**src/hw/rtl/bsa_pkg.sv**
```systemverilog
`default_nettype none

package bsa_pkg;

   localparam int KINDS       = 3;
   localparam int ORDER_SLOTS = 5;
   localparam int MODE_W      = 2;
   localparam int PROC_W      = 3;
   localparam int STATUS_W    = 3;
   localparam int AMT_W       = 8;

   localparam logic [MODE_W-1:0] MODE_LOAD_ROW  = 2'd0;
   localparam logic [MODE_W-1:0] MODE_LOAD_FREE = 2'd1;
   localparam logic [MODE_W-1:0] MODE_REQUEST   = 2'd2;
   localparam logic [MODE_W-1:0] MODE_CHECK     = 2'd3;

   localparam logic [STATUS_W-1:0] ST_OK            = 3'd0;
   localparam logic [STATUS_W-1:0] ST_GRANTED       = 3'd1;
   localparam logic [STATUS_W-1:0] ST_WAIT          = 3'd2;
   localparam logic [STATUS_W-1:0] ST_UNSAFE        = 3'd3;
   localparam logic [STATUS_W-1:0] ST_OVER_NEED     = 3'd4;
   localparam logic [STATUS_W-1:0] ST_HELD_OVER_MAX = 3'd5;

   typedef struct packed {
      logic                capture;
      logic                load_row;
      logic                load_free;
      logic                grant;
      logic                rollback;
      logic                scan_init;
      logic                scan_step;
      logic [PROC_W-1:0]   scan_idx;
      logic                publish;
      logic [STATUS_W-1:0] rsp_status;
      logic                rsp_safe;
   } cmd_type;

   typedef struct packed {
      logic [MODE_W-1:0] mode;
      logic              proc_ok;
      logic              held_over_max;
      logic              over_need;
      logic              over_free;
      logic              all_found;
   } stat_type;

endpackage

`default_nettype wire

```
**src/hw/rtl/bsa_datapath.sv**
```systemverilog
`default_nettype none

module bsa_datapath #(
   parameter int PROCESSES   = 5,
   parameter int COUNT_WIDTH = 8
) (
   input  wire logic                             clock,
   input  wire logic                             reset,
   input  wire bsa_pkg::cmd_type                 cmd,
   output bsa_pkg::stat_type                     stat,
   input  wire logic [bsa_pkg::MODE_W-1:0]       req_mode,
   input  wire logic [bsa_pkg::PROC_W-1:0]       req_process,
   input  wire logic [bsa_pkg::AMT_W-1:0]        req_value_a,
   input  wire logic [bsa_pkg::AMT_W-1:0]        req_value_b,
   input  wire logic [bsa_pkg::AMT_W-1:0]        req_value_c,
   input  wire logic [bsa_pkg::AMT_W-1:0]        req_held_a,
   input  wire logic [bsa_pkg::AMT_W-1:0]        req_held_b,
   input  wire logic [bsa_pkg::AMT_W-1:0]        req_held_c,
   output logic [bsa_pkg::STATUS_W-1:0]          rsp_status,
   output logic                                  rsp_is_safe,
   output logic [bsa_pkg::PROC_W-1:0]            rsp_order_0,
   output logic [bsa_pkg::PROC_W-1:0]            rsp_order_1,
   output logic [bsa_pkg::PROC_W-1:0]            rsp_order_2,
   output logic [bsa_pkg::PROC_W-1:0]            rsp_order_3,
   output logic [bsa_pkg::PROC_W-1:0]            rsp_order_4
);

   localparam int IDX_W   = $clog2(PROCESSES);
   localparam int FOUND_W = $clog2(PROCESSES + 1);
   localparam int WORK_W  = COUNT_WIDTH + $clog2(PROCESSES + 1);
   localparam int SLOT_W  = $clog2(bsa_pkg::ORDER_SLOTS);

   // captured word
   logic [bsa_pkg::MODE_W-1:0] mode_ff;
   logic [bsa_pkg::PROC_W-1:0] proc_ff;
   logic [COUNT_WIDTH-1:0]     val_ff      [bsa_pkg::KINDS];
   logic [COUNT_WIDTH-1:0]     held_amt_ff [bsa_pkg::KINDS];

   // allocator state
   logic [COUNT_WIDTH-1:0]     need_ff  [PROCESSES][bsa_pkg::KINDS];
   logic [COUNT_WIDTH-1:0]     alloc_ff [PROCESSES][bsa_pkg::KINDS];
   logic [COUNT_WIDTH-1:0]     free_ff  [bsa_pkg::KINDS];

   // safety scan
   logic [WORK_W-1:0]          work_ff  [bsa_pkg::KINDS];
   logic [PROCESSES-1:0]       done_ff;
   logic [FOUND_W-1:0]         found_ff;
   logic [bsa_pkg::PROC_W-1:0] seq_ff   [bsa_pkg::ORDER_SLOTS];

   // result register
   logic [bsa_pkg::STATUS_W-1:0] rsp_status_ff;
   logic                         rsp_safe_ff;
   logic [bsa_pkg::PROC_W-1:0]   rsp_order_ff [bsa_pkg::ORDER_SLOTS];

   logic [IDX_W-1:0]       row;
   logic [COUNT_WIDTH-1:0] need_row  [bsa_pkg::KINDS];
   logic [COUNT_WIDTH-1:0] alloc_row [bsa_pkg::KINDS];
   logic                   fits;
   logic                   held_over_max;
   logic                   over_need;
   logic                   over_free;

   assign row = cmd.scan_step ? cmd.scan_idx[IDX_W-1:0] : proc_ff[IDX_W-1:0];

   always_comb begin
      held_over_max = 1'b0;
      over_need     = 1'b0;
      over_free     = 1'b0;
      fits          = !done_ff[row];
      for (int r = 0; r < bsa_pkg::KINDS; r++) begin
         need_row[r]  = need_ff[row][r];
         alloc_row[r] = alloc_ff[row][r];
         if (held_amt_ff[r] > val_ff[r]) begin
            held_over_max = 1'b1;
         end
         if (val_ff[r] > need_row[r]) begin
            over_need = 1'b1;
         end
         if (val_ff[r] > free_ff[r]) begin
            over_free = 1'b1;
         end
         if (WORK_W'(need_row[r]) > work_ff[r]) begin
            fits = 1'b0;
         end
      end
   end

   assign stat.mode          = mode_ff;
   assign stat.proc_ok       = proc_ff < bsa_pkg::PROC_W'(PROCESSES);
   assign stat.held_over_max = held_over_max;
   assign stat.over_need     = over_need;
   assign stat.over_free     = over_free;
   assign stat.all_found     = found_ff == FOUND_W'(PROCESSES);

   always_ff @(posedge clock) begin
      if (reset) begin
         for (int p = 0; p < PROCESSES; p++) begin
            for (int r = 0; r < bsa_pkg::KINDS; r++) begin
               need_ff[p][r]  <= '0;
               alloc_ff[p][r] <= '0;
            end
         end
         for (int r = 0; r < bsa_pkg::KINDS; r++) begin
            free_ff[r] <= '0;
         end
      end else begin
         for (int r = 0; r < bsa_pkg::KINDS; r++) begin
            if (cmd.load_row) begin
               alloc_ff[row][r] <= held_amt_ff[r];
               need_ff[row][r]  <= val_ff[r] - held_amt_ff[r];
            end
            if (cmd.load_free) begin
               free_ff[r] <= val_ff[r];
            end
            if (cmd.grant) begin
               free_ff[r]       <= free_ff[r] - val_ff[r];
               alloc_ff[row][r] <= alloc_row[r] + val_ff[r];
               need_ff[row][r]  <= need_row[r] - val_ff[r];
            end
            if (cmd.rollback) begin
               free_ff[r]       <= free_ff[r] + val_ff[r];
               alloc_ff[row][r] <= alloc_row[r] - val_ff[r];
               need_ff[row][r]  <= need_row[r] + val_ff[r];
            end
         end
      end
   end

   always_ff @(posedge clock) begin
      if (cmd.capture) begin
         mode_ff        <= req_mode;
         proc_ff        <= req_process;
         val_ff[0]      <= COUNT_WIDTH'(req_value_a);
         val_ff[1]      <= COUNT_WIDTH'(req_value_b);
         val_ff[2]      <= COUNT_WIDTH'(req_value_c);
         held_amt_ff[0] <= COUNT_WIDTH'(req_held_a);
         held_amt_ff[1] <= COUNT_WIDTH'(req_held_b);
         held_amt_ff[2] <= COUNT_WIDTH'(req_held_c);
      end
      if (cmd.scan_init) begin
         done_ff  <= '0;
         found_ff <= '0;
         for (int r = 0; r < bsa_pkg::KINDS; r++) begin
            work_ff[r] <= WORK_W'(free_ff[r]);
         end
         for (int k = 0; k < bsa_pkg::ORDER_SLOTS; k++) begin
            seq_ff[k] <= '0;
         end
      end else if (cmd.scan_step && fits) begin
         seq_ff[SLOT_W'(found_ff)] <= bsa_pkg::PROC_W'(row);
         found_ff                  <= found_ff + 1'b1;
         done_ff[row]              <= 1'b1;
         for (int r = 0; r < bsa_pkg::KINDS; r++) begin
            work_ff[r] <= work_ff[r] + WORK_W'(alloc_row[r]);
         end
      end
      if (cmd.publish) begin
         rsp_status_ff <= cmd.rsp_status;
         rsp_safe_ff   <= cmd.rsp_safe;
         for (int k = 0; k < bsa_pkg::ORDER_SLOTS; k++) begin
            rsp_order_ff[k] <= cmd.rsp_safe ? seq_ff[k] : '0;
         end
      end
   end

   assign rsp_status  = rsp_status_ff;
   assign rsp_is_safe = rsp_safe_ff;
   assign rsp_order_0 = rsp_order_ff[0];
   assign rsp_order_1 = rsp_order_ff[1];
   assign rsp_order_2 = rsp_order_ff[2];
   assign rsp_order_3 = rsp_order_ff[3];
   assign rsp_order_4 = rsp_order_ff[4];

endmodule

`default_nettype wire

```
**src/hw/rtl/bsa_ctrl.sv**
```systemverilog
`default_nettype none

module bsa_ctrl #(
   parameter int PROCESSES = 5
) (
   input  wire logic              clock,
   input  wire logic              reset,
   input  wire logic              req_valid,
   output logic                   req_ready,
   output logic                   rsp_valid,
   input  wire logic              rsp_ready,
   input  wire bsa_pkg::stat_type stat,
   output bsa_pkg::cmd_type       cmd
);

   localparam int IDX_W = $clog2(PROCESSES);
   localparam logic [IDX_W-1:0] LAST = IDX_W'(PROCESSES - 1);

   typedef enum logic [2:0] {
      S_IDLE,
      S_DECIDE,
      S_INIT,
      S_SCAN,
      S_EVAL,
      S_DONE
   } state_type;

   state_type                    state_ff, state_in;
   logic [IDX_W-1:0]             idx_ff, idx_in;
   logic [IDX_W-1:0]             pass_ff, pass_in;
   logic [bsa_pkg::STATUS_W-1:0] status_ff, status_in;
   logic                         safe_ff, safe_in;
   logic                         rsp_valid_ff, rsp_valid_in;

   always_comb begin
      state_in     = state_ff;
      idx_in       = idx_ff;
      pass_in      = pass_ff;
      status_in    = status_ff;
      safe_in      = safe_ff;
      rsp_valid_in = rsp_valid_ff && !rsp_ready;
      cmd          = '0;
      cmd.scan_idx   = bsa_pkg::PROC_W'(idx_ff);
      cmd.rsp_status = status_ff;
      cmd.rsp_safe   = safe_ff;

      unique case (state_ff)
         S_IDLE: begin
            if (req_valid) begin
               cmd.capture = 1'b1;
               state_in    = S_DECIDE;
            end
         end
         S_DECIDE: begin
            safe_in   = 1'b0;
            status_in = bsa_pkg::ST_OK;
            state_in  = S_DONE;
            unique case (stat.mode)
               bsa_pkg::MODE_LOAD_ROW: begin
                  if (stat.proc_ok && stat.held_over_max) begin
                     status_in = bsa_pkg::ST_HELD_OVER_MAX;
                  end else if (stat.proc_ok) begin
                     cmd.load_row = 1'b1;
                  end
               end
               bsa_pkg::MODE_LOAD_FREE: begin
                  cmd.load_free = 1'b1;
               end
               bsa_pkg::MODE_REQUEST: begin
                  if (!stat.proc_ok || stat.over_need) begin
                     status_in = bsa_pkg::ST_OVER_NEED;
                  end else if (stat.over_free) begin
                     status_in = bsa_pkg::ST_WAIT;
                  end else begin
                     cmd.grant = 1'b1;
                     state_in  = S_INIT;
                  end
               end
               bsa_pkg::MODE_CHECK: begin
                  state_in = S_INIT;
               end
               default: begin
                  state_in = S_DONE;
               end
            endcase
         end
         S_INIT: begin
            cmd.scan_init = 1'b1;
            idx_in        = '0;
            pass_in       = '0;
            state_in      = S_SCAN;
         end
         S_SCAN: begin
            cmd.scan_step = 1'b1;
            if (idx_ff == LAST) begin
               idx_in = '0;
               if (pass_ff == LAST) begin
                  state_in = S_EVAL;
               end else begin
                  pass_in = pass_ff + 1'b1;
               end
            end else begin
               idx_in = idx_ff + 1'b1;
            end
         end
         S_EVAL: begin
            state_in = S_DONE;
            if (stat.mode == bsa_pkg::MODE_REQUEST) begin
               if (stat.all_found) begin
                  status_in = bsa_pkg::ST_GRANTED;
                  safe_in   = 1'b1;
               end else begin
                  cmd.rollback = 1'b1;
                  status_in    = bsa_pkg::ST_UNSAFE;
                  safe_in      = 1'b0;
               end
            end else begin
               status_in = bsa_pkg::ST_OK;
               safe_in   = stat.all_found;
            end
         end
         S_DONE: begin
            if (!rsp_valid_ff || rsp_ready) begin
               cmd.publish  = 1'b1;
               rsp_valid_in = 1'b1;
               state_in     = S_IDLE;
            end
         end
         default: begin
            state_in = S_IDLE;
         end
      endcase
   end

   always_ff @(posedge clock) begin
      if (reset) begin
         state_ff     <= S_IDLE;
         idx_ff       <= '0;
         pass_ff      <= '0;
         status_ff    <= bsa_pkg::ST_OK;
         safe_ff      <= 1'b0;
         rsp_valid_ff <= 1'b0;
      end else begin
         state_ff     <= state_in;
         idx_ff       <= idx_in;
         pass_ff      <= pass_in;
         status_ff    <= status_in;
         safe_ff      <= safe_in;
         rsp_valid_ff <= rsp_valid_in;
      end
   end

   assign req_ready = state_ff == S_IDLE;
   assign rsp_valid = rsp_valid_ff;

endmodule

`default_nettype wire

```
**src/hw/rtl/bankers_safety_allocator.sv**
```systemverilog
// channel   ports                                    direction
// req       req_valid/req_ready, mode, process,       in
//           value_a..c, held_a..c
// rsp       rsp_valid/rsp_ready, status, is_safe,     out
//           order_0..order_4
//
// loads and rejected requests: decided, then published from the done state
// safety check, requests within need and free: init, scan and eval, then done,
// one process compare and release per cycle in the scan loop
// a new word is taken the cycle after the result enters the output register
// a stalled result lets one more word run, which then waits in its last step
// reset clears need, allocation and available to zero
`default_nettype none

module bankers_safety_allocator #(
   parameter int PROCESSES   = 5,
   parameter int COUNT_WIDTH = 8
) (
   input  wire logic                             clock,
   input  wire logic                             reset,
   input  wire logic                             req_valid,
   output logic                                  req_ready,
   input  wire logic [bsa_pkg::MODE_W-1:0]       req_mode,
   input  wire logic [bsa_pkg::PROC_W-1:0]       req_process,
   input  wire logic [bsa_pkg::AMT_W-1:0]        req_value_a,
   input  wire logic [bsa_pkg::AMT_W-1:0]        req_value_b,
   input  wire logic [bsa_pkg::AMT_W-1:0]        req_value_c,
   input  wire logic [bsa_pkg::AMT_W-1:0]        req_held_a,
   input  wire logic [bsa_pkg::AMT_W-1:0]        req_held_b,
   input  wire logic [bsa_pkg::AMT_W-1:0]        req_held_c,
   output logic                                  rsp_valid,
   input  wire logic                             rsp_ready,
   output logic [bsa_pkg::STATUS_W-1:0]          rsp_status,
   output logic                                  rsp_is_safe,
   output logic [bsa_pkg::PROC_W-1:0]            rsp_order_0,
   output logic [bsa_pkg::PROC_W-1:0]            rsp_order_1,
   output logic [bsa_pkg::PROC_W-1:0]            rsp_order_2,
   output logic [bsa_pkg::PROC_W-1:0]            rsp_order_3,
   output logic [bsa_pkg::PROC_W-1:0]            rsp_order_4
);

   bsa_pkg::cmd_type  cmd;
   bsa_pkg::stat_type stat;

   bsa_ctrl #(
      .PROCESSES (PROCESSES)
   ) u_ctrl (
      .clock     (clock),
      .reset     (reset),
      .req_valid (req_valid),
      .req_ready (req_ready),
      .rsp_valid (rsp_valid),
      .rsp_ready (rsp_ready),
      .stat      (stat),
      .cmd       (cmd)
   );

   bsa_datapath #(
      .PROCESSES   (PROCESSES),
      .COUNT_WIDTH (COUNT_WIDTH)
   ) u_datapath (
      .clock       (clock),
      .reset       (reset),
      .cmd         (cmd),
      .stat        (stat),
      .req_mode    (req_mode),
      .req_process (req_process),
      .req_value_a (req_value_a),
      .req_value_b (req_value_b),
      .req_value_c (req_value_c),
      .req_held_a  (req_held_a),
      .req_held_b  (req_held_b),
      .req_held_c  (req_held_c),
      .rsp_status  (rsp_status),
      .rsp_is_safe (rsp_is_safe),
      .rsp_order_0 (rsp_order_0),
      .rsp_order_1 (rsp_order_1),
      .rsp_order_2 (rsp_order_2),
      .rsp_order_3 (rsp_order_3),
      .rsp_order_4 (rsp_order_4)
   );

endmodule

`default_nettype wire

```
**config.mk**
```make
export PLATFORM = sky130hd
export DESIGN_NAME = bankers_safety_allocator
export DESIGN_NICKNAME = d
export VERILOG_FILES = /design/src/hw/rtl/bsa_pkg.sv /design/src/hw/rtl/bsa_datapath.sv /design/src/hw/rtl/bsa_ctrl.sv /design/src/hw/rtl/bankers_safety_allocator.sv
export SDC_FILE = /design/constraint.sdc
export NUM_CORES = 1
export LEC_CHECK = 0
export ABC_AREA = 1
export BUFFER_PORTS_ARGS = -buffer_cell sky130_fd_sc_hd__clkbuf_2
export CAP_MARGIN = 25
export CORE_ASPECT_RATIO = 1.25
export CORE_UTILIZATION = 60
export DETAILED_ROUTE_END_ITERATION = 7
export GPL_TIMING_DRIVEN = 1
export MAX_ROUTING_LAYER = met4
export PLACE_DENSITY = 0.73
export SETUP_SLACK_MARGIN = 0.1
export SLEW_MARGIN = 30
export SYNTH_ARGS = -nofsm -noshare
export SYNTH_HDL_FRONTEND = slang
export SYNTH_SLANG_ARGS = --single-unit
```
**constraint.sdc**
```tcl
create_clock -name clock -period 7.5 [get_ports clock]
set_input_delay 0.75 -clock clock [delete_from_list [all_inputs] [get_ports clock]]
set_output_delay 0.75 -clock clock [all_outputs]
set_load 0.02 [all_outputs]
```
==> results.sh, run 1 <==
export IMPL_status="complete, no violations"
export IMPL_die_h_um=258
export IMPL_cts_hold_buf=0
export IMPL_cp_required_ps=7810
export IMPL_area_growth_syn_to_layout_pct=9.06
export IMPL_vias=24900
export IMPL_track_usage_pct=36.5
export IMPL_synthTopCellsByArea="edfxtp_1, ha_1, nand2_1"
export IMPL_peakVddDrop_uv=260
export IMPL_grt_pass1_wl_um=141000
export IMPL_clkSinkCount=550
export IMPL_first_global_vias=24100
export IMPL_cts_buffer_depth=3
export IMPL_swShare_pct=43.6
export IMPL_drive_above_1_share_pct=7.86
export IMPL_avgSynthCellArea_sq_um=9.49
export IMPL_viasPerCell=6.09
export IMPL_max_stage_delay_ps=680
export IMPL_clock_skew_ps=19.0
export IMPL_clkPwrFrac_pct=20.9
export IMPL_synth_main_ff_cell="edfxtp_1"
export IMPL_initial_core_util_pct=60.9
export IMPL_drv_cap=0
export IMPL_worst_slew_pin_slew_ps=1090
export IMPL_h_tree_depth=2
export IMPL_power_frac_seq_pct=31.4
export IMPL_r2r_cells=25
export IMPL_hold_viol=0
export IMPL_worst_setup_path_end_kind="flop"
export IMPL_synth_seq_cells=550
export IMPL_detail_route_antenna_nets=0
export IMPL_finalCriticalPeriod_ps=6510
export IMPL_die_x_um=207
export IMPL_synth_edf_count=528
export IMPL_cts_tree="built"
export IMPL_tns_ps=0
export IMPL_ys_top_cells_by_count="nand2_1, edfxtp_1, inv_1"
export IMPL_yosys_warnings=0
export IMPL_fmax_mhz=154
export IMPL_min_path_cells=1
export IMPL_critical_path_max_fanout=35
export IMPL_finalCritPeriodShare_pct=86.8
export IMPL_cts_setup_buffers=0
export IMPL_placed_cell_area_sq_um=32700
export IMPL_rsz0062_at_grt="no"
export IMPL_first_pass_iters=6
export IMPL_slew_viol_final=0
export IMPL_p_sw_w=0.00543
export IMPL_criticalPathCategory="flop to flop"
export IMPL_fin_area_sq_um=34300
export IMPL_design_core_area_sq_um=51700
export IMPL_yosysMostFrequentCell="nand2_1"
export IMPL_drt_iter0_markers=2772
export IMPL_grt_ovfl_total=0
export IMPL_ios=78
export IMPL_cp_num_cells=25
export IMPL_comb_power_share_pct=47.8
export IMPL_grt_start_max_net_pins=59
export IMPL_cts_root_buf="clkbuf_16"
export IMPL_cp_arrival_ps=6820
export IMPL_power_density_nw_per_um2=363
export IMPL_yosys_area_top_type="edfxtp_1"
export IMPL_leakage_nw=15.2
export IMPL_fillers=4177
export IMPL_intPower_w=0.00702
export IMPL_clk_pin_slew_ps=60
export IMPL_critPathTopFamily="simple AND/OR/NAND/NOR gates"
export IMPL_hp_class="input port to flop"
export IMPL_wl_per_cell_um=22.9
export IMPL_slew_headroom_pct=27.0
export IMPL_dp_hpwl_um=66700
export IMPL_slowest_stage="nor3_1"
export IMPL_yosysSeqAreaShare_pct=51.8
export IMPL_port_buffers=77
export IMPL_start_kind="flop"
export IMPL_cts_made_buffers=53
export IMPL_synth_nets=3608
export IMPL_synth_cell_types=60
export IMPL_gp_congestion=0.969
export IMPL_ctsResizeCount=0
export IMPL_clk_latency_ps=630
export IMPL_synth_area_sq_um=31500
export IMPL_synth_cells=3317
export IMPL_drt_total_wl_um=93700
export IMPL_dieArea_sq_um=53400
export IMPL_row_count=93
export IMPL_async_reset_ff_share_pct=0
export IMPL_synth_top_area_share_pct=50.4
export IMPL_grt_antenna_before_repair=2
export IMPL_setup_viol=0
export IMPL_layout_nets=3673
export IMPL_cp_num_buf_inv=6
export IMPL_drc_errors=0
## cell type report
type,count,area [sq um],area share [%]
antenna,2,5.00,0.0146
clock buffer,60,1350,3.94
clock inverter,37,292,0.850
inverter,442,1660,4.83
multi-input combinational,2194,13000,37.7
sequential,550,16300,47.5
tap,665,832,2.42
timing repair buffer,141,928,2.71
## power groups by stage
stage	combinational [W]	clock [W]	sequential (W)
final	0.00595	0.00260	0.00390
after detailed placement	0.00580	0	0.00396
after floorplan	0.00416	0	0.00386
after CTS	0.00584	0.00261	0.00389
after global routing	0.00656	0.00272	0.00392
after global placement	0.00571	0	0.00395
## state kept, by name, indices dropped and copies added, names as in the netlist, 2 cells and up
name and flops:
u_datapath.rsp_order_ff 15, u_datapath.work_ff 33, u_ctrl.pass_ff 3, u_datapath.val_ff 24
u_datapath.need_ff 192, u_datapath.mode_ff 2, u_datapath.rsp_status 3, u_ctrl.state_ff 3
u_datapath.held_amt_ff 24, u_datapath.found_ff 3, u_datapath.free_ff 24, u_datapath.alloc_ff 192
u_ctrl.idx_ff 3, u_datapath.seq_ff 15, u_datapath.proc_ff 3, u_ctrl.status_ff 3
u_datapath.done_ff 5
## placed cells by master (no fill, tap or decap), drive strengths merged, types with 34 or more instances in the layout
cell type,instances
a21oi,196
a32o,34
buf,64
clkbuf,137
edfxtp,528
ha,210
inv,443
nand2,627
nand3,141
nand4,43
nor2,399
o21ai,171
o22ai,66
xor2,78
## stage by stage
step | hold slack [ps] | power [W] | worst slack (ps) | util [%] | cells
2_1_floorplan | 403 | 0.00802 | 1290 | - | 3317
3_3_place_gp | 415 | 0.00966 | 1370 | 63.2 | 3992
3_5_place_dp | 431 | 0.00975 | 1080 | 63.2 | 3992
4_1_cts | 272 | 0.0123 | 1060 | 66.4 | 4089
5_1_grt | 280 | 0.0132 | 596 | 66.4 | 4091
6_report | 295 | 0.0124 | 992 | 66.4 | 4091
## worst register-to-register path, cell delays in order, from the launching register on
cell and delay (ps):
dfxtp_1 460, inv_2 110, nand3_4 150, nand2_2 240
nand2_4 440, buf_4 460, buf_4 370, nor2_1 80
nor2_1 140, o21ai_0 120, nand3_1 220, inv_1 130
ha_1 250, fa_1 470, o21ai_2 220, nand4_1 100
nand3_1 220, nand2_1 120, nor2_2 120, nand3_2 120
buf_4 290, nand2_4 160, buf_4 270, nor2_1 70
nor3_1 680, nor2_1 180
## path summary, 6_finish.rpt
path	end	startpoint	slack, ps
min	u_datapath.val_ff[0][21]$_DFFE_PP_	req_value_c[5]	290
max reg2reg	u_datapath.alloc_ff[4][5]$_DFFE_PP_	u_ctrl.state_ff[2]$_SDFFE_PP0P_	990
min reg2reg	u_datapath.rsp_status[1]$_DFFE_PP_	u_ctrl.status_ff[1]$_SDFFE_PP0P_	450
max	u_datapath.alloc_ff[4][5]$_DFFE_PP_	u_ctrl.state_ff[2]$_SDFFE_PP0P_	990
## cell families after synthesis
logic type | after synthesis | share of synthesized area, %
XOR/XNOR | 103 | 2.87
AO/OA/AOI/OAI | 580 | 11.1
multiplexers | 11 | 0.350
buffers and inverters | 573 | 7.30
flip-flops | 550 | 51.8
adder cells (fa/ha/maj) | 234 | 9.88
AND/OR/NAND/NOR | 1266 | 16.7
## routing by layer
metal	vias to the layer above	share of wire (%)	wire length [um]	GRT usage (%)
met5	-	0	0	-
met4	0	4.6	4320	15.2
met3	243	9.8	9150	5.41
met2	1371	46	43100	55.6
met1	11900	40	37100	48.7
li1	11400	-	-	-
Note: power is estimated with default switching activity, not from simulation.
==> run 2, diff against run 1 <==
--- a/config.mk
+++ b/config.mk
@@ -10,11 +10,13 @@
 export CAP_MARGIN = 25
 export CORE_ASPECT_RATIO = 1.25
 export CORE_UTILIZATION = 60
+export CTS_BUF_LIST = sky130_fd_sc_hd__clkbuf_4 sky130_fd_sc_hd__clkbuf_8
 export DETAILED_ROUTE_END_ITERATION = 7
 export GPL_TIMING_DRIVEN = 1
 export MAX_ROUTING_LAYER = met4
 export PLACE_DENSITY = 0.73
 export SETUP_SLACK_MARGIN = 0.1
+export SKIP_CTS_REPAIR_TIMING = 1
 export SLEW_MARGIN = 30
 export SYNTH_ARGS = -nofsm -noshare
 export SYNTH_HDL_FRONTEND = slang
==> results.sh, run 2 (synthesis results as in run 1) <==
export IMPL_h_tree_depth=3
export IMPL_cts_tree="built"
export IMPL_dp_hpwl_um=66700
export IMPL_slew_viol_final=0
export IMPL_timing_rr_start="u_ctrl.state_ff[2]$_SDFFE_PP0P_"
export IMPL_rr_endpoint="u_datapath.alloc_ff[6][5]$_DFFE_PP_"
export IMPL_grt_ovfl_total=0
export IMPL_cp_endpoint="u_datapath.alloc_ff[6][5]$_DFFE_PP_"
export IMPL_vias=24900
export IMPL_fmax_mhz=153
export IMPL_startpoint="u_ctrl.state_ff[2]$_SDFFE_PP0P_"
export IMPL_criticalPathCategory="flop to flop"
export IMPL_slew_headroom_pct=31.8
export IMPL_initial_core_util_pct=60.9
export IMPL_wl_per_cell_um=22.6
export IMPL_cp_arrival_ps=6920
export IMPL_port_buffers=77
export IMPL_grt_antenna_before_repair=3
export IMPL_track_usage_pct=36.6
export IMPL_viasPerCell=6.02
export IMPL_row_count=93
export IMPL_placed_cell_area_sq_um=32700
export IMPL_first_global_vias=24300
export IMPL_drc_errors=1
export IMPL_cts_root_buf="clkbuf_8"
export IMPL_grt_start_max_net_pins=59
export IMPL_grt_pass1_wl_um=141000
export IMPL_setup_viol=0
export IMPL_worst_slew_pin_slew_ps=1020
export IMPL_rsz0062_at_grt="no"
export IMPL_cts_made_buffers=84
export IMPL_leakage_nw=15.3
export IMPL_drt_total_wl_um=93700
export IMPL_clk_pin_slew_ps=60
export IMPL_drt_iter0_markers=2565
export IMPL_die_x_um=207
export IMPL_first_pass_iters=8
export IMPL_power_density_nw_per_um2=358
export IMPL_final_cell_mix="nand2_1, edfxtp_1, inv_1, nor2_1, ha_1"
export IMPL_dieArea_sq_um=53400
export IMPL_area_growth_syn_to_layout_pct=8.96
export IMPL_layout_commonest_cell="nand2_1"
export IMPL_violations="DRC"
export IMPL_drv_cap=0
export IMPL_status="finished with violations"
export IMPL_critical_path_max_fanout=35
export IMPL_r2r_setup_slack_ps=950
export IMPL_die_h_um=258
export IMPL_cts_buffer_depth=3
export IMPL_drive_above_1_share_pct=9.21
export IMPL_worst_setup_path_end_kind="flop"
export IMPL_detail_route_antenna_nets=0
export IMPL_hold_viol=0
export IMPL_design_core_area_sq_um=51700
export IMPL_layout_nets=3704
export IMPL_top_regs="u_datapath.alloc_ff x192, u_datapath.need_ff x192, u_datapath.work_ff x33"
export IMPL_fin_area_sq_um=34300
export IMPL_clk_latency_ps=700
export IMPL_hp_class="input port to flop"
export IMPL_gp_congestion=0.969
export IMPL_cp_required_ps=7870
export IMPL_peakVddDrop_uv=273
export IMPL_clkSinkCount=550
export IMPL_finalCriticalPeriod_ps=6550
export IMPL_finalCritPeriodShare_pct=87.4
export IMPL_clock_skew_ps=51.5
export IMPL_start_kind="flop"
export IMPL_r2r_cells=25
export IMPL_tns_ps=0
export IMPL_ios=78
export IMPL_fillers=4237
-- run 2: cell types whose count changed in the layout (fill, tap and decap cells not counted), moves of 7 or more --
| cell | before | now |
|---|---|---|
| clkbuf_1 | 7 | 0 |
| clkbuf_16 | 53 | 0 |
| clkbuf_4 | 0 | 28 |
| clkbuf_8 | 0 | 87 |
| clkinv_1 | 15 | 23 |
-- run 2: worst max-delay path: stages (launching register included) --
cell and delay (ps):
dfxtp_1 460, inv_2 110, nand3_4 140, nand2_2 240, nand2_4 420, buf_4 450
buf_4 340, nor2_1 80, nor2_1 140, o21ai_0 120, nand3_1 210, inv_1 120
ha_1 250, fa_1 470, o21ai_2 220, nand4_1 100, nand3_1 210, nand2_1 110
nor2_2 120, nand3_2 130, buf_4 300, nand2_4 150, buf_4 270, nor2_1 60
nor3_1 710, nor2_1 190
-- run 2: how the worst min path moves through the flow --
stage,start,endpoint,slack (ps),cells after the start
after floorplan,u_ctrl.status_ff[1]$_SDFFE_PP0P_,u_datapath.rsp_status[1]$_DFFE_PP_,400,0
after global placement,u_ctrl.status_ff[0]$_SDFFE_PP0P_,u_datapath.rsp_status[0]$_DFFE_PP_,410,0
after detailed placement,u_ctrl.status_ff[0]$_SDFFE_PP0P_,u_datapath.rsp_status[0]$_DFFE_PP_,430,0
after CTS,req_value_c[3],u_datapath.val_ff[0][19]$_DFFE_PP_,190,1
after global routing,req_value_a[4],u_datapath.val_ff[0][4]$_DFFE_PP_,210,1
final,req_held_a[6],u_datapath.held_amt_ff[0][6]$_DFFE_PP_,230,1
-- run 2: per-layer routing --
metal	share of wire (%)	routed length, um	global-route usage, %
met4	4.3	4060	16.2
met3	9.2	8650	5.78
met2	46	43300	55.9
met5	0	0	-
met1	40	37600	48.4
-- run 2: per-stage QoR --
stage          total power (W)  util (%)  setup slack (ps)  hold slack [ps]  cells
2_1_floorplan          0.00802         -              1290              403   3317
6_report                0.0123      66.4               948              230   4144
5_1_grt                 0.0131      66.4               601              212   4144
3_3_place_gp           0.00966      63.2              1370              415   3992
4_1_cts                 0.0122      66.3              1040              191   4141
3_5_place_dp           0.00975      63.2              1080              431   3992
-- run 2: area by class of cell --
type	count	area [sq um]	share of cell area, %
multi-input cells	2194	13000	37.8
clock buffers	115	1410	4.11
well taps	665	832	2.43
clock inverters	34	200	0.584
inverters	442	1660	4.84
repair buffers	141	928	2.71
diodes	3	7.51	0.0219
flip-flops and latches	550	16300	47.5
-- run 2: power by group --
group	total, W	internal, W	switching, W	leakage, nW
clock	0.00243	0.00125	0.00118	0.850
sequential	0.00390	0.00366	0.000241	5.60
combinational	0.00593	0.00195	0.00398	8.80
